[src/hdl/ght_pkg.sv]
// Shared types and register codes for the thinning pass block.
// Depends on nothing; every module of the block imports it.
`timescale 1ns / 1ps
`default_nettype none

package ght_pkg;

    // Width of the geometry configuration registers
    localparam int CFG_DIM_W = 11;

    // Output queue depth and its pointer width
    localparam int OFIFO_DEPTH = 4;
    localparam int OFIFO_AW    = 2;

    // Register index, taken from paddr[3:2]
    typedef enum logic [1:0] {
        REG_FRAME_WIDTH  = 2'd0,
        REG_FRAME_HEIGHT = 2'd1,
        REG_SUB_PASS     = 2'd2
    } ght_reg_e;

    // Control info for one item travelling from the counter stage to the window stage
    typedef struct packed {
        logic valid;
        logic pix;
        logic primed;
        logic interior;
        logic last;
    } ght_item_t;

    // One result beat
    typedef struct packed {
        logic frame_end;
        logic deleted;
        logic pixel_out;
    } ght_result_t;

endpackage

`default_nettype wire

[src/hdl/ght_line_mem.sv]
// Two-row line store: one synchronous memory, bit 1 upper row, bit 0 middle row.
// Forwards a write that lands on the address read in the same cycle. Uses ght_pkg.
`timescale 1ns / 1ps
`default_nettype none

module ght_line_mem
    import ght_pkg::*;
#(
    parameter int MAX_WIDTH = 1024
) (
    input  wire logic                         clk,
    input  wire logic                         rst_n,
    input  wire logic                         rd_en,
    input  wire logic [$clog2(MAX_WIDTH)-1:0] rd_addr,
    output logic      [1:0]                   rd_data,
    input  wire logic                         wr_en,
    input  wire logic [$clog2(MAX_WIDTH)-1:0] wr_addr,
    input  wire logic [1:0]                   wr_data
);

    logic [1:0] mem [MAX_WIDTH];
    logic [1:0] mem_q_reg;
    logic [1:0] fwd_data_reg;
    logic       fwd_hit_reg;

    always_ff @(posedge clk)
    begin
        if (wr_en)
        begin
            mem[wr_addr] <= wr_data;
        end
        if (rd_en)
        begin
            mem_q_reg    <= mem[rd_addr];
            fwd_data_reg <= wr_data;
        end
    end

    always_ff @(posedge clk or negedge rst_n)
    begin
        if (!rst_n)
        begin
            fwd_hit_reg <= 1'b0;
        end
        else if (rd_en)
        begin
            fwd_hit_reg <= wr_en && (wr_addr == rd_addr);
        end
    end

    assign rd_data = fwd_hit_reg ? fwd_data_reg : mem_q_reg;

endmodule

`default_nettype wire

[src/hdl/ght_ctrl.sv]
// Position counters: input column/row, output row/column, priming, border and
// end-of-frame decisions. Issues the line store read. Uses ght_pkg.
`timescale 1ns / 1ps
`default_nettype none

module ght_ctrl
    import ght_pkg::*;
#(
    parameter int MAX_WIDTH  = 1024,
    parameter int MAX_HEIGHT = 1024
) (
    input  wire logic                          clk,
    input  wire logic                          rst_n,
    input  wire logic                          accept,
    input  wire logic                          op,
    input  wire logic                          pixel_in,
    input  wire logic                          restart,
    input  wire logic [CFG_DIM_W-1:0]          cfg_width,
    input  wire logic [CFG_DIM_W-1:0]          cfg_height,
    output logic      [$clog2(MAX_WIDTH)-1:0]  rd_addr,
    output ght_item_t                          item,
    output logic      [$clog2(MAX_WIDTH)-1:0]  item_col
);

    localparam int CW = $clog2(MAX_WIDTH);
    localparam int WB = $clog2(MAX_WIDTH + 1) + 1;
    localparam int RB = $clog2(MAX_HEIGHT);
    localparam int HB = $clog2(MAX_HEIGHT + 1) + 1;

    logic [CW-1:0] in_col_reg, in_col_next;
    logic [1:0]    in_row_reg, in_row_next;
    logic [CW-1:0] out_col_reg, out_col_next;
    logic [RB-1:0] out_row_reg, out_row_next;
    ght_item_t     item_reg, item_next;
    logic [CW-1:0] col_reg;

    logic [WB-1:0] w;
    logic [HB-1:0] h;
    logic [CW-1:0] col;
    logic          primed;
    logic          interior;
    logic          last;
    logic          in_wrap;
    logic          out_wrap;

    // Clamp geometry to [3, MAX]
    always_comb
    begin
        if (cfg_width < CFG_DIM_W'(3))
        begin
            w = WB'(3);
        end
        else if (32'(cfg_width) > MAX_WIDTH)
        begin
            w = WB'(MAX_WIDTH);
        end
        else
        begin
            w = WB'(cfg_width);
        end
        if (cfg_height < CFG_DIM_W'(3))
        begin
            h = HB'(3);
        end
        else if (32'(cfg_height) > MAX_HEIGHT)
        begin
            h = HB'(MAX_HEIGHT);
        end
        else
        begin
            h = HB'(cfg_height);
        end
    end

    always_comb
    begin
        col      = (WB'(in_col_reg) >= w) ? CW'(w - WB'(1)) : in_col_reg;
        primed   = (in_row_reg >= 2'd2) || (in_row_reg == 2'd1 && in_col_reg != '0);
        in_wrap  = (WB'(in_col_reg) + WB'(1)) >= w;
        out_wrap = (WB'(out_col_reg) + WB'(1)) >= w;
        interior = (out_row_reg != '0) && ((HB'(out_row_reg) + HB'(2)) <= h)
                && (out_col_reg != '0) && ((WB'(out_col_reg) + WB'(2)) <= w);
        last     = ((HB'(out_row_reg) + HB'(1)) > h)
                || (((HB'(out_row_reg) + HB'(1)) == h) && out_wrap);
    end

    // Clear counters on restart, else advance them on each accepted beat
    always_comb
    begin
        in_col_next  = in_col_reg;
        in_row_next  = in_row_reg;
        out_col_next = out_col_reg;
        out_row_next = out_row_reg;
        item_next    = '0;
        if (restart)
        begin
            in_col_next  = '0;
            in_row_next  = '0;
            out_col_next = '0;
            out_row_next = '0;
        end
        else if (accept)
        begin
            item_next.valid    = 1'b1;
            item_next.pix      = !op && pixel_in;
            item_next.primed   = primed;
            item_next.interior = interior;
            item_next.last     = last;
            if (in_wrap)
            begin
                in_col_next = '0;
                if (in_row_reg != 2'd2)
                begin
                    in_row_next = in_row_reg + 2'd1;
                end
            end
            else
            begin
                in_col_next = in_col_reg + CW'(1);
            end
            if (primed)
            begin
                if (last)
                begin
                    in_col_next  = '0;
                    in_row_next  = '0;
                    out_col_next = '0;
                    out_row_next = '0;
                end
                else if (out_wrap)
                begin
                    out_col_next = '0;
                    out_row_next = out_row_reg + RB'(1);
                end
                else
                begin
                    out_col_next = out_col_reg + CW'(1);
                end
            end
        end
    end

    always_ff @(posedge clk or negedge rst_n)
    begin
        if (!rst_n)
        begin
            in_col_reg  <= '0;
            in_row_reg  <= '0;
            out_col_reg <= '0;
            out_row_reg <= '0;
            item_reg    <= '0;
        end
        else
        begin
            in_col_reg  <= in_col_next;
            in_row_reg  <= in_row_next;
            out_col_reg <= out_col_next;
            out_row_reg <= out_row_next;
            item_reg    <= item_next;
        end
    end

    always_ff @(posedge clk)
    begin
        if (accept)
        begin
            col_reg <= col;
        end
    end

    assign rd_addr  = col;
    assign item     = item_reg;
    assign item_col = col_reg;

endmodule

`default_nettype wire

[src/hdl/ght_window.sv]
// 3x3 window register, line store write-back and the Guo-Hall delete test.
// Uses ght_pkg.
`timescale 1ns / 1ps
`default_nettype none

module ght_window
    import ght_pkg::*;
(
    input  wire logic        clk,
    input  wire logic        rst_n,
    input  wire ght_item_t   item,
    input  wire logic [1:0]  rd_data,
    input  wire logic        sub_pass,
    output logic             wr_en,
    output logic [1:0]       wr_data,
    output logic             push,
    output ght_result_t      result
);

    logic [8:0] win_reg, win_next;
    logic       a, b;
    logic       p1, p2, p3, p4, p5, p6, p7, p8, p9;
    logic [2:0] c, n1, n2, n;
    logic       m, del;

    always_comb
    begin
        a        = rd_data[1];
        b        = rd_data[0];
        win_next = {item.pix, win_reg[8:7], b, win_reg[5:4], a, win_reg[2:1]};
    end

    always_ff @(posedge clk or negedge rst_n)
    begin
        if (!rst_n)
        begin
            win_reg <= '0;
        end
        else if (item.valid)
        begin
            win_reg <= win_next;
        end
    end

    // Upper row takes the old middle row, middle row takes the new pixel
    assign wr_en   = item.valid;
    assign wr_data = {b, item.pix};

    always_comb
    begin
        p9 = win_next[0];
        p2 = win_next[1];
        p3 = win_next[2];
        p8 = win_next[3];
        p1 = win_next[4];
        p4 = win_next[5];
        p7 = win_next[6];
        p6 = win_next[7];
        p5 = win_next[8];
        c  = 3'(!p2 && (p3 || p4)) + 3'(!p4 && (p5 || p6))
           + 3'(!p6 && (p7 || p8)) + 3'(!p8 && (p9 || p2));
        n1 = 3'(p9 || p2) + 3'(p3 || p4) + 3'(p5 || p6) + 3'(p7 || p8);
        n2 = 3'(p2 || p3) + 3'(p4 || p5) + 3'(p6 || p7) + 3'(p8 || p9);
        n  = (n1 < n2) ? n1 : n2;
        m  = sub_pass ? ((p2 || p3 || !p5) && p4) : ((p6 || p7 || !p9) && p8);
        del = item.interior && p1 && (c == 3'd1) && (n >= 3'd2) && (n <= 3'd3) && !m;
        result.pixel_out = p1 && !del;
        result.deleted   = del;
        result.frame_end = item.last;
    end

    assign push = item.valid && item.primed;

endmodule

`default_nettype wire

[src/hdl/ght_out_fifo.sv]
// Small register queue that holds result beats while the sink stalls.
// Uses ght_pkg.
`timescale 1ns / 1ps
`default_nettype none

module ght_out_fifo
    import ght_pkg::*;
(
    input  wire logic          clk,
    input  wire logic          rst_n,
    input  wire logic          push,
    input  wire ght_result_t   push_data,
    input  wire logic          pop,
    output logic               not_empty,
    output ght_result_t        head,
    output logic [OFIFO_AW:0]  count
);

    ght_result_t          slots [OFIFO_DEPTH];
    logic [OFIFO_AW-1:0]  wr_ptr_reg, rd_ptr_reg;
    logic [OFIFO_AW:0]    count_reg, count_next;

    always_ff @(posedge clk)
    begin
        if (push)
        begin
            slots[wr_ptr_reg] <= push_data;
        end
    end

    always_comb
    begin
        count_next = count_reg;
        if (push && !pop)
        begin
            count_next = count_reg + (OFIFO_AW+1)'(1);
        end
        else if (pop && !push)
        begin
            count_next = count_reg - (OFIFO_AW+1)'(1);
        end
    end

    always_ff @(posedge clk or negedge rst_n)
    begin
        if (!rst_n)
        begin
            wr_ptr_reg <= '0;
            rd_ptr_reg <= '0;
            count_reg  <= '0;
        end
        else
        begin
            if (push)
            begin
                wr_ptr_reg <= wr_ptr_reg + OFIFO_AW'(1);
            end
            if (pop)
            begin
                rd_ptr_reg <= rd_ptr_reg + OFIFO_AW'(1);
            end
            count_reg <= count_next;
        end
    end

    assign not_empty = (count_reg != '0);
    assign head      = slots[rd_ptr_reg];
    assign count     = count_reg;

endmodule

`default_nettype wire

[src/hdl/guo_hall_thinning_pass.sv]
// Top level of the Guo-Hall thinning sub-pass: APB register file, stream ports and
// the counter, line store, window and output queue units. Uses ght_pkg.
`timescale 1ns / 1ps
`default_nettype none

// Channel   Dir  Handshake          Payload
// s_*       in   s_tvalid/s_tready  tdata[0] pixel_in, tuser op (1 = drain)
// m_*       out  m_tvalid/m_tready  tdata[0] pixel_out, tdata[1] deleted, tlast frame_end
// apb       in   psel/penable       paddr 0 frame_width, 4 frame_height, 8 sub_pass
//
// One beat per clock sustained while the sink keeps draining the queue. A beat
// passes the counter stage (line store read issued), is registered into the window
// stage (read-modify-write of the line store) and then sits in a four-entry output
// queue. Results lag input by one row plus one pixel, so send frame_width+1 drain
// beats after a frame. s_tready drops only when the queue plus the window stage
// hold four beats. Reset needs no memory clearing pass: interior windows only see
// line store entries written earlier in the same frame.

module guo_hall_thinning_pass
    import ght_pkg::*;
#(
    parameter int MAX_WIDTH  = 1024,
    parameter int MAX_HEIGHT = 1024
) (
    input  wire logic        clk,
    input  wire logic        rst_n,
    // stream in
    input  wire logic        s_tvalid,
    output logic             s_tready,
    input  wire logic [7:0]  s_tdata,   // [0] pixel_in, [7:1] zero
    input  wire logic        s_tuser,   // [0] op
    // stream out
    output logic             m_tvalid,
    input  wire logic        m_tready,
    output logic      [7:0]  m_tdata,   // [0] pixel_out, [1] deleted, [7:2] zero
    output logic             m_tlast,
    // configuration
    input  wire logic        psel,
    input  wire logic        penable,
    input  wire logic        pwrite,
    input  wire logic [3:0]  paddr,
    input  wire logic [31:0] pwdata,
    output logic      [31:0] prdata,
    output logic             pready
);

    localparam int CW = $clog2(MAX_WIDTH);

    logic [CFG_DIM_W-1:0] frame_width_reg;
    logic [CFG_DIM_W-1:0] frame_height_reg;
    logic                 sub_pass_reg;

    logic                 accept;
    logic                 cfg_write;
    logic                 restart;
    ght_reg_e             reg_sel;

    logic [CW-1:0]        rd_addr;
    logic [CW-1:0]        item_col;
    ght_item_t            item;
    logic [1:0]           rd_data;
    logic                 wr_en;
    logic [1:0]           wr_data;
    logic                 push;
    ght_result_t          result;
    ght_result_t          head;
    logic                 pop;
    logic [OFIFO_AW:0]    fifo_count;

    // ------------------------------------------------------------------
    // Configuration registers
    // ------------------------------------------------------------------
    assign pready    = 1'b1;
    assign reg_sel   = ght_reg_e'(paddr[3:2]);
    assign cfg_write = psel && penable && pwrite && pready;

    always_ff @(posedge clk or negedge rst_n)
    begin
        if (!rst_n)
        begin
            frame_width_reg  <= CFG_DIM_W'(640);
            frame_height_reg <= CFG_DIM_W'(480);
            sub_pass_reg     <= 1'b0;
        end
        else if (cfg_write)
        begin
            case (reg_sel)
                REG_FRAME_WIDTH:  frame_width_reg  <= pwdata[CFG_DIM_W-1:0];
                REG_FRAME_HEIGHT: frame_height_reg <= pwdata[CFG_DIM_W-1:0];
                REG_SUB_PASS:     sub_pass_reg     <= pwdata[0];
                default:          ;
            endcase
        end
    end

    // Geometry writes restart the frame
    always_comb
    begin
        restart = 1'b0;
        if (cfg_write)
        begin
            case (reg_sel)
                REG_FRAME_WIDTH:  restart = 1'b1;
                REG_FRAME_HEIGHT: restart = 1'b1;
                default:          restart = 1'b0;
            endcase
        end
    end

    always_comb
    begin
        case (reg_sel)
            REG_FRAME_WIDTH:  prdata = 32'(frame_width_reg);
            REG_FRAME_HEIGHT: prdata = 32'(frame_height_reg);
            REG_SUB_PASS:     prdata = 32'(sub_pass_reg);
            default:          prdata = '0;
        endcase
    end

    // ------------------------------------------------------------------
    // Stream handshake: hold off input once the queue could overflow
    // ------------------------------------------------------------------
    assign s_tready = (fifo_count + (OFIFO_AW+1)'(item.valid)) < (OFIFO_AW+1)'(OFIFO_DEPTH);
    assign accept   = s_tvalid && s_tready;
    assign pop      = m_tvalid && m_tready;

    ght_ctrl #(
        .MAX_WIDTH  (MAX_WIDTH),
        .MAX_HEIGHT (MAX_HEIGHT)
    ) u_ctrl (
        .clk        (clk),
        .rst_n      (rst_n),
        .accept     (accept),
        .op         (s_tuser),
        .pixel_in   (s_tdata[0]),
        .restart    (restart),
        .cfg_width  (frame_width_reg),
        .cfg_height (frame_height_reg),
        .rd_addr    (rd_addr),
        .item       (item),
        .item_col   (item_col)
    );

    ght_line_mem #(
        .MAX_WIDTH (MAX_WIDTH)
    ) u_line_mem (
        .clk     (clk),
        .rst_n   (rst_n),
        .rd_en   (accept),
        .rd_addr (rd_addr),
        .rd_data (rd_data),
        .wr_en   (wr_en),
        .wr_addr (item_col),
        .wr_data (wr_data)
    );

    ght_window u_window (
        .clk      (clk),
        .rst_n    (rst_n),
        .item     (item),
        .rd_data  (rd_data),
        .sub_pass (sub_pass_reg),
        .wr_en    (wr_en),
        .wr_data  (wr_data),
        .push     (push),
        .result   (result)
    );

    ght_out_fifo u_out_fifo (
        .clk       (clk),
        .rst_n     (rst_n),
        .push      (push),
        .push_data (result),
        .pop       (pop),
        .not_empty (m_tvalid),
        .head      (head),
        .count     (fifo_count)
    );

    assign m_tdata = {6'b0, head.deleted, head.pixel_out};
    assign m_tlast = head.frame_end;

    // ------------------------------------------------------------------
    // Assertions
    // ------------------------------------------------------------------
    a_accept_reaches_window: assert property (@(posedge clk) disable iff (!rst_n)
        accept |=> item.valid)
        else $error("accepted beat did not reach the window stage");

    a_queue_no_overflow: assert property (@(posedge clk) disable iff (!rst_n)
        push && !pop |-> fifo_count < (OFIFO_AW+1)'(OFIFO_DEPTH))
        else $error("output queue overflow");

    a_deleted_clears_pixel: assert property (@(posedge clk) disable iff (!rst_n)
        push && result.deleted |-> !result.pixel_out)
        else $error("deleted pixel still set");

    a_window_only_after_accept: assert property (@(posedge clk) disable iff (!rst_n)
        item.valid |-> $past(accept))
        else $error("window stage active without an accepted beat");

endmodule

`default_nettype wire
[config.mk]
export PLATFORM = sky130hd
export DESIGN_NAME = guo_hall_thinning_pass
export DESIGN_NICKNAME = d
export VERILOG_FILES = /design/src/hdl/ght_pkg.sv /design/src/hdl/ght_line_mem.sv /design/src/hdl/ght_ctrl.sv /design/src/hdl/ght_window.sv /design/src/hdl/ght_out_fifo.sv /design/src/hdl/guo_hall_thinning_pass.sv
export SDC_FILE = /design/constraint.sdc
export NUM_CORES = 2
export LEC_CHECK = 0
export BUFFER_PORTS_ARGS = -buffer_cell sky130_fd_sc_hd__buf_2
export CAP_MARGIN = 20
export CORE_ASPECT_RATIO = 0.9
export CORE_MARGIN = 2
export CORE_UTILIZATION = 60
export CTS_BUF_LIST = sky130_fd_sc_hd__clkbuf_2
export DETAILED_ROUTE_END_ITERATION = 10
export PLACE_DENSITY = 0.76
export SLEW_MARGIN = 20
export SYNTH_ARGS = -nofsm -noshare
export SYNTH_HDL_FRONTEND = slang
export SYNTH_HIERARCHICAL = 1
export SYNTH_SLANG_ARGS = --single-unit
[constraint.sdc]
create_clock -name clk -period 7.19 [get_ports clk]
set_clock_uncertainty 0.2 [all_clocks]
set_input_delay 1.0785 -clock clk [delete_from_list [all_inputs] [get_ports clk]]
set_output_delay 1.0785 -clock clk [all_outputs]
set_load 0.005 [all_outputs]
# After elaboration in Yosys (flattened, before gate mapping)
# Memory sizes are Yosys's and may differ from the RTL's. A register that Yosys moved wholly into a read port is not among the register bits.
# Cells that the tools add are included.
[totals]
register_bits = 89
ram_bits = 2060
out_inout_bits = 44
mem_count = 2
[op_classes]
n_addsub = 24
n_lt_le_gt_ge = 15
n_eq_ne = 7
mux = 40
reduce_logical = 64
[memory_table]
columns = ["name", "words", "width", "rd", "rd_ports_with_merged_regs", "write_ports", "line_no", "text"]
rows = [
  ["u_line_mem.mem", 1024, 2, 1, 1, 1, "ght_line_mem.sv:21", "logic [1:0] mem [MAX_WIDTH];"],
  ["u_out_fifo.slots", 4, 3, 1, 0, 1, "ght_out_fifo.sv:19", "ght_result_t slots [OFIFO_DEPTH];"],
]
[op_table]
columns = ["cell", "n"]
rows = [
  ["two-way mux 10 bit", 16],
  ["adder 10 x 1 -> 11 bit, second input constant", 3],
  ["two-way mux 11 bit", 3],
  ["case mux 11 bit (3 select lines)", 1],
  ["adder 10 x 1 -> 10 bit, second input constant", 3],
  ["nonzero test 10 bit", 3],
  ["logical AND 1 bit", 26],
  ["adder 10 x 2 -> 11 bit, second input constant", 2],
  [">= comparator 11 bit", 2],
  ["greater-than comparator 11 bit, second input constant", 2],
  ["< comparator 11 x 2 -> 1 bit, second input constant", 2],
  ["adder 3 x 1 -> 3 bit", 7],
  ["two-way mux 2 bit", 7],
  ["equality test 12 bit", 1],
  ["greater-than comparator 12 bit", 1],
  ["<= comparator 12 bit", 1],
  ["logical OR 1 bit", 12],
  ["two-way mux 12 bit", 1],
  [">= comparator 10 x 11 -> 1 bit", 1],
  ["<= comparator 11 bit", 1],
  ["logical NOT 1 bit", 11],
  ["equality test 10 bit", 1],
  ["two-way mux 5 bit", 2],
  ["subtractor 10 x 1 -> 10 bit, second input constant", 1],
  ["21 further kinds", 40],
]

# Logic depth before layout (Yosys ltp)
[logic_depth]
word_depth = 13
depth_mapped = 28

# Modules after synthesis
# Netlist, hierarchy kept.
[modules_own_cells]
columns = ["module", "instances", "cells_each", "area_each_um2", "seq_area_each_um2"]
rows = [
  ["ght_line_mem", 1, 4844, 84215.8, 61644.1],
  ["ght_ctrl", 1, 511, 4515.6, 1226.2],
  ["guo_hall_thinning_pass", 1, 112, 1395.1, 583.1],
  ["ght_out_fifo", 1, 49, 823.3, 535.5],
  ["ght_window", 1, 65, 619.3, 150.1],
]

# Worst setup path before layout
# Ideal clock, no wire load.
[synth_path]
path_kind = "register to register"
startpoint = "register frame_width_reg[6]"
endpoint = "register u_line_mem.mem_q_reg[1], read port of u_line_mem.mem, data pin"
setup_ps = 281
t_arrival_ps = 5454
slack_ps = 1255
path_stages_with_launch = 23
synth_period_minus_slack_ps = 5935
path_cell_list = "dfrtp_1 or3_1 nor4_1 o21ai_0 ha_1 a21oi_1 nor2b_1 o21ai_0 a21oi_1 o41ai_1 o22ai_1 mux2i_1 buf_6 buf_12 buf_8 buf_6 buf_2 mux4_2 mux4_2 o21ai_0 nor2_1 o311ai_0 o2111ai_1"
[synth_via]
elab_chain_cells = 5
word_cells_on_any_way = 7
classes_between = "add/sub (1); order compare (3); mux (3)"
[synth_lines]
columns = ["element", "line_no", "text"]
rows = [
  ["from (decl)", "guo_hall_thinning_pass.sv:49", "logic [CFG_DIM_W-1:0] frame_width_reg;"],
  ["from (signal assigned)", "guo_hall_thinning_pass.sv:88", "REG_FRAME_WIDTH: frame_width_reg <= pwdata[CFG_DIM_W-1:0];"],
  ["greater-than comparator 11 bit", "ght_ctrl.sv:53", "else if (32'(cfg_width) > MAX_WIDTH)"],
  ["two-way mux 11 bit", "ght_ctrl.sv:53", ""],
  ["two-way mux 11 bit (*)", "ght_ctrl.sv:49", "if (cfg_width < CFG_DIM_W'(3))"],
  ["subtractor 10 x 1 -> 10 bit or >= comparator 10 x 11 -> 1 bit (tied branches)", "ght_ctrl.sv:77", "col = (WB'(in_col_reg) >= w) ? CW'(w - WB'(1)) : in_col_reg;"],
  ["two-way mux 10 bit (*)", "ght_ctrl.sv:77", ""],
  ["via rd_addr[0]", "guo_hall_thinning_pass.sv:58", "logic [CW-1:0] rd_addr;"],
  ["to (decl)", "ght_line_mem.sv:22", "logic [1:0] mem_q_reg;"],
]
# Mark *: on every way through the listed nets, which the timed path passes. The rest lies on a longest branch.
# A chain may end at the register's enable or synchronous reset.

# Worst setup path in the final report
[layout_path]
startpoint = "register frame_width_reg[6]"
endpoint = "register u_line_mem.mem_q_reg[0], read port of u_line_mem.mem, data pin"
# The elaborated chain is that of the path after synthesis.

==> flow_metrics.tcl <==
set metrics [dict create \
    overflow 0 \
    ff2ff_path_depth 24 \
    met3_usage_pct 8.52 \
    dp.cells 7358 \
    yosys_register_bits 2148 \
    ant_nets 0 \
    io_buffers 37 \
    fmax_mhz 146 \
    min_period_ns 6.85 \
    floorplan.die_area_um2 156000 \
    htreeDepth 6 \
    cts_setup_buffers 0 \
    ys.flop_type "edfxtp_1" \
    worstSetupStartpointType "register" \
    cts_tree "built" \
    die_h_um 375 \
    finalCritPeriodShare_pct 95.3 \
    maxCapViolCount 0 \
    ys_top_cells_by_area "edfxtp_1 68%, mux4_2 10%, nor2_1 4.5%, mux2i_1 2.6%, dfrtp_1 1.9%" \
    place_area_um2 93800 \
    clock-sinks 2148 \
    synth_area_um2 91600 \
    ys_warn_count 6 \
    core_area_um2 151000 \
    utilization_pct 65.6 \
    report.final.slew_viol_count 0 \
    crit_chain "or3_1, nor4_2, o21ai_0, inv_1, ha_1, nand2b_1, a21oi_1, nor2b_1, o21ai_0, a21oi_1, o41ai_1, o22ai_1, buf_4, mux2_8, buf_4, and2_1, a221oi_1, a211o_1, nor3_1, nor4_4, buf_4, or3_1, o41a_1, o2111ai_2" \
    synthCells 5581 \
    route.detailed.drc 0 \
    cp_common_cell "buf_4" \
    insertion_delay_ns 1.72 \
    num-fill-cells 10400 \
    hold_viol 0 \
    yosysTopAreaCellShare_pct 68.0 \
    grt_max_degree 258 \
    crit_required_ns 8.53 \
    endpoint_kind "register" \
    synthToLayoutAreaGrowth_pct 8.10 \
    fin_nets 6105 \
    ir_worst_vdd_v 0.000393 \
    path_clk_slew_ns 0.13 \
    multi_input_area_um2 25200 \
    p_leak_nw 32.3 \
    synth_edf_count 2074 \
    status "finished, final reports clean" \
    first_pass_iters 5 \
    drt-vias-per-instance 6.54 \
    busiest_layer "met2" \
    std_cell_rows 135 \
    p_total_mw 34.3 \
    grt_use_met2_pct 45.8 \
    seq_power_share_pct 44.1 \
    place_ws_ns -0.0280 \
    maxSlewHeadroom_pct 18.6 \
    crit_path_max_incr_delay_ns 0.48 \
    die_w_um 416 \
    top_register "u_line_mem/mem" \
    io_pins 96 \
    critPathMaxFanout 25 \
    final_cells 8304 \
    yosysTopAreaCell "edfxtp_1" \
    worstPathArrival_ns 8.20 \
    antenna_found_initial 8 \
    powerDensity_nw_per_um2 347 \
    drive_gt1_share_pct 25.5 \
    drt_iter0_markers 7985 \
    clk_path_buf_depth 4 \
    ff_latch_area_um2 64100 \
    grt_setup_unrepaired "no" \
    met1_usage_pct 41.0 \
    p_comb_share_pct 33.1 \
    switchingPower_mw 11.7 \
    grt_pass1_vias 54700 \
    ys_types 94 \
    reg_top3 "u_line_mem/mem (2048), u_out_fifo/slots (12)" \
    finalSetupViolCount 0 \
    path_class "reg -> reg" \
    dp_hpwl_mm 133 \
    stdcell_area_um2 99000 \
    place_congestion 0.855 \
    hold_class "reg -> reg" \
    swShare_pct 34.2 \
    grt_pass1_wl_mm 344 \
    numCtsBuffers 537 \
    routed_wl_mm 236 \
    p_clk_share_pct 22.8 \
    ys_seq_area_share_pct 70.0 \
    initial_core_util_pct 60.6 \
    worst_slew_pin_slew_ns 1.22 \
    holdPathStages 1 \
    grtUsageTotal_pct 30.2 \
    syn_area_per_cell_um2 16.4 \
    fin_ws_ns 0.335 \
    vias 54300 \
    cts-root-buf "clkbuf_2" \
    largest_reg_flops 2048 \
    power.internal_mw 22.6 \
    critPathSlowestCell "mux2_8" \
    wl_per_cell_um 28.5 \
    async_flop_share_pct 3.45 \
]
## path summary, 6_finish.rpt
check | end | from | slack, ns
worst max register to register | u_line_mem/mem_q_reg[0]$_DFFE_PP_ | frame_width_reg[6]$_DFFE_PN0P_ | 0.34
worst min register to register | u_out_fifo/count[2]$_DFFE_PN0P_ | u_out_fifo/count[2]$_DFFE_PN0P_ | 0.31
max in group asynchronous | u_window/win_reg[7]$_DFFE_PN0P_ | rst_n | 5.37
worst max-delay path | u_line_mem/mem_q_reg[0]$_DFFE_PP_ | frame_width_reg[6]$_DFFE_PN0P_ | 0.34
min in group asynchronous | frame_width_reg[6]$_DFFE_PN0P_ | rst_n | 0.73
worst min-delay path | u_out_fifo/count[2]$_DFFE_PN0P_ | u_out_fifo/count[2]$_DFFE_PN0P_ | 0.31
## metal layers
| metal | share of wire [%] | routed length, um |
|---|---|---|
| met5 | 0.0055 | 13 |
| met4 | 4.2 | 9850 |
| met3 | 13 | 31500 |
| met2 | 47 | 110000 |
| met1 | 36 | 84700 |
## cells in the mapped netlist, types with 38 or more instances
master       n
edfxtp_1  2074
nor2_1    1105
mux4_2     420
clkbuf_1   247
mux2i_1    235
nand2_1    158
a21oi_1    101
o221ai_1    89
ha_1        88
nor3_1      69
dfrtp_1     68
o21ai_0     66
buf_1       63
nand3_1     63
o22ai_1     55
buf_6       52
buf_4       49
a22oi_1     38
## power groups by stage
stage / Sequential (mW) / Combinational [mW] / Clock (mW)
2_1_floorplan: 15.5 / 8.06 / 0
3_3_place_gp: 15.4 / 10.9 / 0
3_5_place_dp: 15.4 / 11.1 / 0
4_1_cts: 15.1 / 11.2 / 7.94
5_1_grt: 15.2 / 12.0 / 8.56
6_report: 15.1 / 11.4 / 7.82
## cells by family (layout without fill, tap and decap cells)
kind of cell	Yosys count	after routing	share of synthesized area, %
AOI/OAI and AO/OA	489	489	3.76
other	2	37	0.00820
DFF	2148	2148	70.0
and+or+nand+nor	1565	1566	7.18
muxes	724	724	14.1
adders and majority gates	94	94	1.31
buffers and inverters	501	1202	3.02
xor gates and xnor gates	58	58	0.555
## what timing repair did
item                       4_1_cts  5_1_grt
gates resized for setup          1       13
hold endpoints to repair       148        0
pin swaps                        0        1
gates cloned                     0        1
setup endpoints to repair        1        2
hold buffers                    49        0
## worst max-delay path, delay by kind of cell (launching register included)
family,cells,cell delay (ns)
simple gates,8,2.27
flops,1,0.40
compound gates,10,2.21
fa+ha+maj,1,0.24
buf+inv,4,0.82
mux,1,0.48
## final cells by class
| type | count | share of cell area [%] |
|---|---|---|
| clock buffers | 757 | 3.83 |
| clock inverters | 130 | 0.705 |
| diodes | 9 | 0.0228 |
| multi-input cells | 2959 | 25.5 |
| flip-flops and latches | 2148 | 64.8 |
| inverters | 36 | 0.138 |
| repair buffers | 279 | 2.50 |
| well taps | 1986 | 2.51 |
## layout by cell type (no fill, tap or decap), drive strengths merged, types with 90 or more instances in the layout
| cell | synthesis | routed |
|---|---|---|
| clkbuf | 247 | 757 |
| clkinv | 1 | 112 |
| nand2 | 160 | 160 |
| o221ai | 90 | 90 |
| a21oi | 101 | 101 |
| edfxtp | 2074 | 2074 |
| mux2i | 235 | 235 |
| nor2 | 1107 | 1107 |
| buf | 218 | 231 |
| mux4 | 438 | 438 |
## per-stage QoR
stage / TNS [ns] / hold slack [ns]
2_1_floorplan: 0 / 0.275
3_5_place_dp: -0.0280 / 0.297
3_3_place_gp: -0.421 / 0.263
4_1_cts: 0 / 0.0990
6_report: 0 / 0.309
5_1_grt: 0 / 0.244
No activity file was read; power rests on OpenSTA's default activity.
